--- src/hdl/lmwm_pkg.sv ---
// Shared types and constants of the line running max/min filter.
package lmwm_pkg;

	// Fixed widths of the stream fields and of the configuration port
	localparam int PIX_W      = 16;
	localparam int RADIUS_W   = 6;
	localparam int CFG_DATA_W = 6;
	localparam int CFG_IDX_W  = 2;

	// Configuration register indexes
	typedef enum logic [CFG_IDX_W-1:0] {
		CFG_RADIUS = 2'd0,
		CFG_MODE   = 2'd1
	} cfg_reg_t;

	// Control broadcast to every cell of the chain
	typedef struct packed {
		logic en;        // an item is accepted this cycle
		logic first;     // item is the first pixel of a line
	} cell_ctrl_t;

endpackage

--- src/hdl/lmwm_cell.sv ---
// One cell of the chain: running max and min over the last few pixels of the line.
module lmwm_cell
	import lmwm_pkg::*;
#(
	parameter int PIXEL_BITS = 16
) (
	input  logic                  clk,
	input  cell_ctrl_t            ctrl,
	input  logic [PIXEL_BITS-1:0] cur,
	input  logic [PIXEL_BITS-1:0] prev_max,
	input  logic [PIXEL_BITS-1:0] prev_min,
	output logic [PIXEL_BITS-1:0] acc_max,
	output logic [PIXEL_BITS-1:0] acc_min
);

	logic [PIXEL_BITS-1:0] max_q;
	logic [PIXEL_BITS-1:0] min_q;
	logic [PIXEL_BITS-1:0] pick_max;
	logic [PIXEL_BITS-1:0] pick_min;

	// Both extremes are kept so a mode change mid-line applies to the whole window
	always_comb begin
		pick_max = (ctrl.first || (cur > prev_max)) ? cur : prev_max;
		pick_min = (ctrl.first || (cur < prev_min)) ? cur : prev_min;
	end

	// Line start drops the neighbor, so the window clips at the line head
	always_ff @(posedge clk) begin
		if (ctrl.en) begin
			max_q <= pick_max;
			min_q <= pick_min;
		end
	end

	assign acc_max = max_q;
	assign acc_min = min_q;

endmodule

--- config.mk ---
export PLATFORM = sky130hd
export DESIGN_NAME = lmwm_cell
export DESIGN_NICKNAME = d
export VERILOG_FILES = /design/src/hdl/lmwm_pkg.sv /design/src/hdl/lmwm_cell.sv
export SDC_FILE = /design/constraint.sdc
export NUM_CORES = 1
export LEC_CHECK = 0
export ABC_AREA = 1
export BUFFER_PORTS_ARGS = -buffer_cell sky130_fd_sc_hd__buf_4
export CORE_AREA = 4 4 70 72
export DETAILED_ROUTE_END_ITERATION = 8
export DIE_AREA = 0 0 74 76
export PLACE_DENSITY = 0.85
export SETUP_SLACK_MARGIN = 0.1
export SLEW_MARGIN = 25
export SYNTH_ARGS = -nofsm -noshare
export SYNTH_HDL_FRONTEND = slang
export SYNTH_SLANG_ARGS = --single-unit
--- constraint.sdc ---
create_clock -name clk -period 3.55 [get_ports clk]
set_input_delay 0.1775 -clock clk [delete_from_list [all_inputs] [get_ports clk]]
set_output_delay 0.1775 -clock clk [all_outputs]
set_load 0.02 [all_outputs]
==> impl_results.md, run 1 <==
* Vias post-DR at approximately 2.2k
* Hold_sp: cur[0]
* Share of the synthesized area in the top cell type at a little over two fifths
* Post-route core utilization at 69.67%
* Mux contribution to synthesized area at 0%
* Switching Fraction at 32.06%
* TritonCTS clock tree: done
* Antenna Cells at 0
* CP Data Arrival Time at 1.80 ns
* Die area at 0.005624 sq mm
* Initial antenna violation count at 0
* GPL Wtd Cong at 0.7976
* Final WL at roughly 5900 um
* Leak pwr at 1.641 nW
* Largest fanout on the critical path at 17
* CP Cell Sequence: buf_4 > ha_1 > nand2_1 > nand2_1 > nand3_1 > nand2_1 > a21oi_1 > nand2_1 > nand2_2 > nand2_4 > nand2_1 > nand2_1
* Layout Nets at 439
* Mean Syn Cell Area at 8.283 sq um
* Setup violations, final at 0
* Combinational share of power at 31.5%
* Synth warn at 0
* Max Fclk at 566.5 MHz
* Number of CTS-inserted buffers at 5
* GRT Resource Usage Total at 21.93%
* Core footprint at approximately 0.0043 sq mm
* DR iter-0 viols at 154
* Post-Synth Adder-Cell Area at 17.09%
* DRC Markers at 0
* Htree depth at 2
* Largest family of logic cells by synthesized area: simple AND/OR/NAND/NOR gates
* Rows at 24
* Post-route setup slack at 1.785 ns
* Largest area contributor in the netlist: edfxtp_1
* Critical Path Source: cur[9]
* Net Count, Synth at 356
* Top cells by count, synth: 95 x nand2_1, 39 x inv_1, 35 x nand3_1
* Post-synthesis register bit count at 32
* Port buffer count at 82
* Final Hold Fails at 0
* Asr flop ratio synth at 0%
* Yosys cell types at 19
* Int Pwr at 0.7410 mW
* DR WL/cell at 14.31 um
* Setup TNS at 0 ns
* Most frequent CP cell: nand2_1
* CTS root buf: clkbuf_8
* Dominant cells by area after synthesis: edfxtp_1 42%, ha_1 17%, nand2_1 16%
* Max_slew headroom at 71.45%
* Top-level port count at 83
* Share of cells above drive strength 1 at 27.09%
* Largest net degree at the start of global routing at 35
* Seq pwr share at 43.9%
* CTS-repair resized insts at 0
* Clk pwr share at 24.7%
* Class of the worst hold path: in -> reg
* Vias in the first global route at 2127
* Tightest Pin Transition at between 0.4 and 0.5 ns
* Die width at roughly 74 um
* Die Span Y at 76 um
* Post-synth EDFFs at 32
* Clock sink count at 32
* Period utilization at 49.72%
* Synth Area in Simple Gates at 27.78%
* Detail Route Antenna Nets at 0
* Result of the run: finished clean
* Sequential-to-total area share from yosys stat at 42.34%
* Total power at about 1.1 mW
* Required @ worst endpoint at 3.58 ns
* DP HPWL at approximately 4400 um
* Setup crit end kind: flop
* Max VDD drop at about 0.21 mV
* Initial Util at 52.86%
* Post-CTS Hold Buffers at 0
* Sw power at between 0.3 and 0.4 mW
* Syn Inst Count at 274
* Ys flop type: edfxtp_1
* Slowest stage delay, CP at 0.31 ns
* DP Worst Slack at 1.525 ns
* Area growth, synth to finish at 31.81%
* Drt pass-1 iters at 4
* Via density at 5.271
* Final min period at 1.765 ns
* PwrDens at 364.6 mW/mm^2
* First-pass GRT wire length at 9694 um
* Remaining Overflow, GRT at 0
* Mapped cell area at 0.002270 sq mm
* Clock Tree Buf Depth at 2
* Slowest CP cell: ha_1
* XOR/XNOR share of the synthesized area at 0%
* Post-synthesis compound-gate area fraction at under 10%
* Unrepaired setup endpoints after global routing: no
* Startpoint Class: input pin
* Fin. max-slew vios at 0
* Clock transition at path regs at roughly 0.07 ns
* WS Path Type: in -> reg
* Max cap viols at 0
* Most common cell in the netlist: nand2_1
* Post-CTS Setup Inserts at 0
[power groups by stage]
stage | combinational (mW) | clock [mW] | sequential (mW)
after floorplan | 0.135 | 0 | 0.540
after detailed placement | 0.343 | 0 | 0.486
after global routing | 0.380 | 0.295 | 0.481
after CTS | 0.345 | 0.271 | 0.479
after global placement | 0.330 | 0 | 0.485
final | 0.343 | 0.269 | 0.478
[registers in the layout, summed over array words and instances, names as in the netlist]
signal	cells
acc_max	16
acc_min	16
[critical path: cells and delay by family]
family          cells  cell delay [ns]
simple gates        9             1.05
compound gates      1             0.13
buf+inv             1             0.13
fa+ha+maj           1             0.31
[metrics by stage]
step,hold slack (ns),cells,area (sq um)
3_3_place_gp,0.4693,402,2909
3_5_place_dp,0.4826,402,2909
5_1_grt,0.1850,410,2992
2_1_floorplan,0.2900,274,2270
4_1_cts,0.1867,410,2992
6_report,0.1877,410,2992
[cell families after synthesis]
kind of cell | Yosys count
and+or+nand+nor | 146
buffers and inverters | 48
DFF | 32
adders and majority gates | 31
AOI/OAI and AO/OA | 17
[metal layers]
layer  global-route usage, %  routed length (um)
met5                       0                   0
met4                   7.790                 122
met3                   4.749                 463
met2                   37.77                2993
met1                   26.24                2291
[placed cells by master (no fill, tap or decap), drive strengths merged]
master	n
nand4	1
o21ai	3
nand2	100
a21oi	13
clkinv	4
inv	40
nand3	35
nor2	7
a21o	1
clkbuf	5
nor3	3
ha	31
buf	83
edfxtp	32
[path summary, 6_finish.rpt]
kind	to	depth (start not counted)	slack [ns]
setup / recovery	acc_max[10]	12	1.78
hold / removal	acc_min[0]	3	0.19
[layout make-up]
cell class | count | area [sq um]
inverters | 41 | 153.9
flip-flops and latches | 32 | 960.9
repair buffers | 83 | 623.1
clock buffers | 5 | 68.82
multi-input cells | 194 | 1106
clock inverters | 3 | 13.76
well taps | 52 | 65.06
fillers | 368 | 1303
No activity file was read; power rests on OpenSTA's default activity.
==> run 2, diff against run 1 <==
CORE_AREA = 4 4 73 75   (was 4 4 70 72)
DIE_AREA = 0 0 77 79   (was 0 0 74 76)
PLACE_DENSITY = 0.78   (was 0.85)
clock period = 1.64 ns   (was 3.55 ns; I/O delays follow)
==> run 2 against run 1 <==
  * Die area grew 8.2%
  * Via count shrank 1.5%
  * Cell area grew 3.6%
  * Combinational power grew 130%
  * Clock-buffer cell count is the same
  * Hold slack lost 0.092 ns
  * Power grew 120%
  * Utilization shrank 3.2 points
  * Sequential share of layout area shrank 1.1 points
  * Clock power grew 110%
  * Critical path type unchanged
==> impl_results.md, run 2 (same netlist as run 1, synthesis figures left out) <==
* Hold_sp: cur[0]
* Fin area at around 0.0031 sq mm
* GPL Wtd Cong at between 0.8 and 0.9
* M1 WL at 2288 um
* CP Cell Sequence: buf_4 > ha_1 > nand4_1 > nor3_2 > nand3_1 > nand2_4 > nand2_8 > nand2_1 > nand2_1
* Top routing layer used: met4
* Vias post-DR at 2128
* CTS root buf: clkbuf_8
* Remaining Overflow, GRT at 0
* Total power at approximately 2.4 mW
* Fill cells at around 390
* Unrepaired setup endpoints after global routing: no
* Clock Tree Buf Depth at 2
* Final Hold Fails at 0
* Result of the run: finished clean
* GRT Resource Usage Total at between 10% and 20%
* Setup violations, final at 0
* Final min period at about 1.5 ns
* Share of cells above drive strength 1 at 29.08%
* DR iter-0 viols at 123
* Most common cell after layout, fill and taps aside: nand2_1
* Drt pass-1 iters at 5
* DP Worst Slack at -0.06284 ns
* Tightest Pin Transition at between 0.4 and 0.5 ns
* Fin. max-slew vios at 0
* Core footprint at approximately 0.0047 sq mm
* Top-level port count at 83
* Die width at 77 um
* Largest net degree at the start of global routing at 35
* CP top delay family: simple AND/OR/NAND/NOR gates
* WS Path Type: in -> reg
* Layout Nets at 450
* Post-CTS Hold Buffers at 0
* Slowest CP cell: ha_1
* Post-CTS Setup Inserts at 0
* Met2 routed WL at around 3000 um
* Max cap viols at 0
* Most frequent CP cell: nand2_1
* Slowest stage delay, CP at 0.31 ns
* Initial antenna violation count at 0
* DP HPWL at ~4500 um
* Largest fanout on the critical path at 16
* Via density at approximately 5.0
* Htree depth at 2
* Post-route setup slack at approximately 0.19 ns
* Bufs and invs on worst path at 1
* Max VDD drop at 0.4016 mV
* Max Fclk at around 690 MHz
* Rows at 25
* Max_slew headroom at 71.65%
* Number of CTS-inserted buffers at 5
* Setup crit end kind: flop
* PwrDens at 769.7 mW/mm^2
* Area growth, synth to finish at 36.55%
* First-pass GRT wire length at 9466 um
* Leak pwr at between 1.5 and 2 nW
* Die area at 0.006083 sq mm
* Required @ worst endpoint at 1.67 ns
* Routed wl met3 at 384 um
* Critical Path Source: cur[11]
* Antenna Cells at 0
* Detail Route Antenna Nets at 0
* CP Data Arrival Time at between 1 and 1.5 ns
* TritonCTS clock tree: done
* Port buffer count at a little over 80
* Final WL at 5813 um
* Initial Util at 48.70%
* Vias in the first global route at 2052
* DRC Markers at 0
* Die Span Y at 79 um
* Clock transition at path regs at 0.07 ns
* DR WL/cell at 13.77 um
* CTS-repair resized insts at 0
* Startpoint Class: input pin
* Post-Place Cell Area at 0.003007 sq mm
* Post-route core utilization at between 60% and 70%
* Class of the worst hold path: in -> reg
* Clock sink count at 32
* Most frequent cells in the layout: 94 x nand2_1, 93 x buf_4, 39 x inv_1
* Setup TNS at 0 ns
* Period utilization at between 80% and 90%
-- run 2: worst paths after layout --
| path | end | slack, ns | cells after the start |
|---|---|---|---|
| setup / recovery | acc_max[8] | 0.19 | 9 |
| hold / removal | acc_min[0] | 0.1 | 3 |
-- run 2: final cells by class --
class                      instances  area (sq um)  share of cell area, %
clock inverter                     2         7.507                 0.2422
inverter                          41         153.9                  4.966
tap                               54         67.56                  2.180
sequential                        32         960.9                  31.01
timing repair buffer              94         718.2                  23.17
multi-input combinational        194          1122                  36.21
clock buffer                       5         68.82                  2.220
-- run 2: routing by layer --
layer / GRT usage (%) / vias up
met4: 8.719 / 0
met3: 4.308 / 11
met2: 37.02 / 77
li1: - / 1084
met1: 21.78 / 956
met5: 0 / -
-- run 2: power by group --
part	switching (mW)	leakage, nW	internal [mW]	total (mW)
Clock	0.276	0.0391	0.280	0.556
Sequential	0.0240	0.312	1.01	1.03
Combinational	0.444	1.34	0.350	0.794
Total	0.745	1.69	1.64	2.39
-- run 2: per-stage QoR --
step | cells | hold slack (ns)
finish | 422 | 0.09622
global route | 422 | 0.08791
CTS | 422 | 0.07949
detailed placement | 415 | 0.3817
global placement | 415 | 0.3795
floorplan | 274 | 0.1945
==> run 3, diff against run 2 <==
CORE_AREA = 4 4 77 79   (was 4 4 73 75)
DIE_AREA = 0 0 81 83   (was 0 0 77 79)
PLACE_DENSITY = 0.74   (was 0.78)
clock period = 1.27 ns   (was 1.64 ns; I/O delays follow)
==> run 3 against run 2 <==
  * The flow now finishes with violations (setup timing)
  * Sequential power up 30%
  * Largest power group is now combinational cells
  * Via count grew 12%
  * Utilization grew 12 points
  * Clock power is 41% higher
  * Power is 56% higher
  * First-iteration DRC count down 8.9%
  * Critical endpoint is now acc_min[13]
==> impl_results.md, run 3 (same netlist as run 1, synthesis figures left out) <==
* Setup crit end kind: flop
* DP Worst Slack at -0.4338 ns
* Die Span Y at 83 um
* Htree depth at 2
* TritonCTS clock tree: done
* Final min period at 1.400 ns
* Top-level port count at 83
* Worst Hold Depth at 3
* Result of the run: finished, violations left
* Class of the worst hold path: in -> reg
* Total power at 3.712 mW
* CTS root buf: clkbuf_8
* Clock sink count at 32
* Final WL at 8101 um
* CP Data Arrival Time at 1.43 ns
* Die area at 0.006723 sq mm
* GPL Wtd Cong at 0.8119
* Max cap viols at 0
* Max Fclk at 714.2 MHz
* Dpl cells at around 440
* Most frequent cells in the layout: 75 x buf_4, 59 x nand2_1, 32 x edfxtp_1
* Port buffer count at 82
* Leak pwr at 1.867 nW
* Remaining Overflow, GRT at 0
* DR WL/cell at 17.96 um
* Detail Route Antenna Nets at 0
* Layout Nets at 460
* Required @ worst endpoint at between 1 and 1.5 ns
* Rows at 27
* Post-route setup slack at -0.1302 ns
* Vias in the first global route at 2347
* DR iter-0 viols at around 110
* Fin area at 0.004193 sq mm
* DRC Markers at 0
* DP HPWL at 4766 um
* GRT Resource Usage Total at 21.90%
* Largest fanout on the critical path at 8
* Number of CTS-inserted buffers at 5
* Initial antenna violation count at 0
* Violated checks: setup timing
* Final non-filler cell total at 451
* Initial Util at 42.52%
* Max_slew headroom at 69.43%
* Period utilization at 110.3%
* Die width at 81 um
* Share of cells above drive strength 1 at 67.28%
* Clock Tree Buf Depth at 2
* Hold Slack at 0.07624 ns
* Via density at roughly 5.3
* Drt pass-1 iters at 4
* Antenna Cells at 0
* Tightest Pin Transition at 0.4586 ns
* First-pass GRT wire length at 11590 um
* Setup violations, final at 32
* WS Path Type: in -> reg
* Unrepaired setup endpoints after global routing: yes
* Largest net degree at the start of global routing at 33
* Fin. max-slew vios at 0
* Core footprint at around 0.0053 sq mm
* Clock transition at path regs at about 0.070 ns
* Post-Place Cell Area at 0.003272 sq mm
* PwrDens at approximately 890 mW/mm^2
* Startpoint Class: input pin
* Vias post-DR at 2386
* Area growth, synth to finish at 84.73%
* Most common cell after layout, fill and taps aside: buf_4
* Final Hold Fails at 0
* Max VDD drop at 0.5875 mV
==> run 3: repair_timing <==
action,CTS,global route
pin swaps,64,34
hold buffers,0,0
setup endpoints to repair,32,32
cloned,3,0
buffers inserted,1,2
gates resized for setup,95,80
==> run 3: layer usage <==
layer / up-vias / GRT usage (%) / share of wire, %
li1: 1113 / - / -
met1: 1133 / 28.54 / 39
met2: 121 / 37.04 / 51
met3: 19 / 4.230 / 7.5
met4: 0 / 4.916 / 2.4
met5: - / 0 / 0
==> run 3: path summary, 6_finish.rpt <==
path / startpoint / to / slack (ns)
max: cur[4] / acc_min[13] / -0.13
min: prev_min[6] / acc_min[6] / 0.08
==> run 3: cell type report <==
cell class,instances,area (sq um)
Clock inverter,1,3.754
Inverter,41,207.7
Timing Repair Buffer,102,942.2
Tap cell,72,90.09
Multi-Input combinational cell,196,1912
Fill cell,315,1145
Clock buffer,7,76.32
Sequential cell,32,960.9
==> run 3: metrics by stage <==
| stage | TNS [ns] | utilization [%] |
|---|---|---|
| final | -2.145 | 78.55 |
| after global routing | -3.547 | 78.55 |
| after CTS | -0.3356 | 72.53 |
| after detailed placement | -11.99 | 61.30 |
| after global placement | -10.22 | 61.30 |
| after floorplan | -2.849 | - |
==> run 3: power breakdown <==
part | internal (mW) | switching (mW) | total (mW)
Sequential | 1.31 | 0.0359 | 1.34
Clock | 0.382 | 0.403 | 0.785
Combinational | 0.719 | 0.866 | 1.59
Total | 2.41 | 1.31 | 3.71
==> run 3: critical path: stages <==
cell and delay, ns:
buf_4 0.14, ha_2 0.32, nand2_1 0.08, nor2_1 0.15
nand2_1 0.09, nand2_1 0.08, nand2_2 0.09, nand2_8 0.15
nand2_8 0.11, nand2_2 0.10, nand2_1 0.07
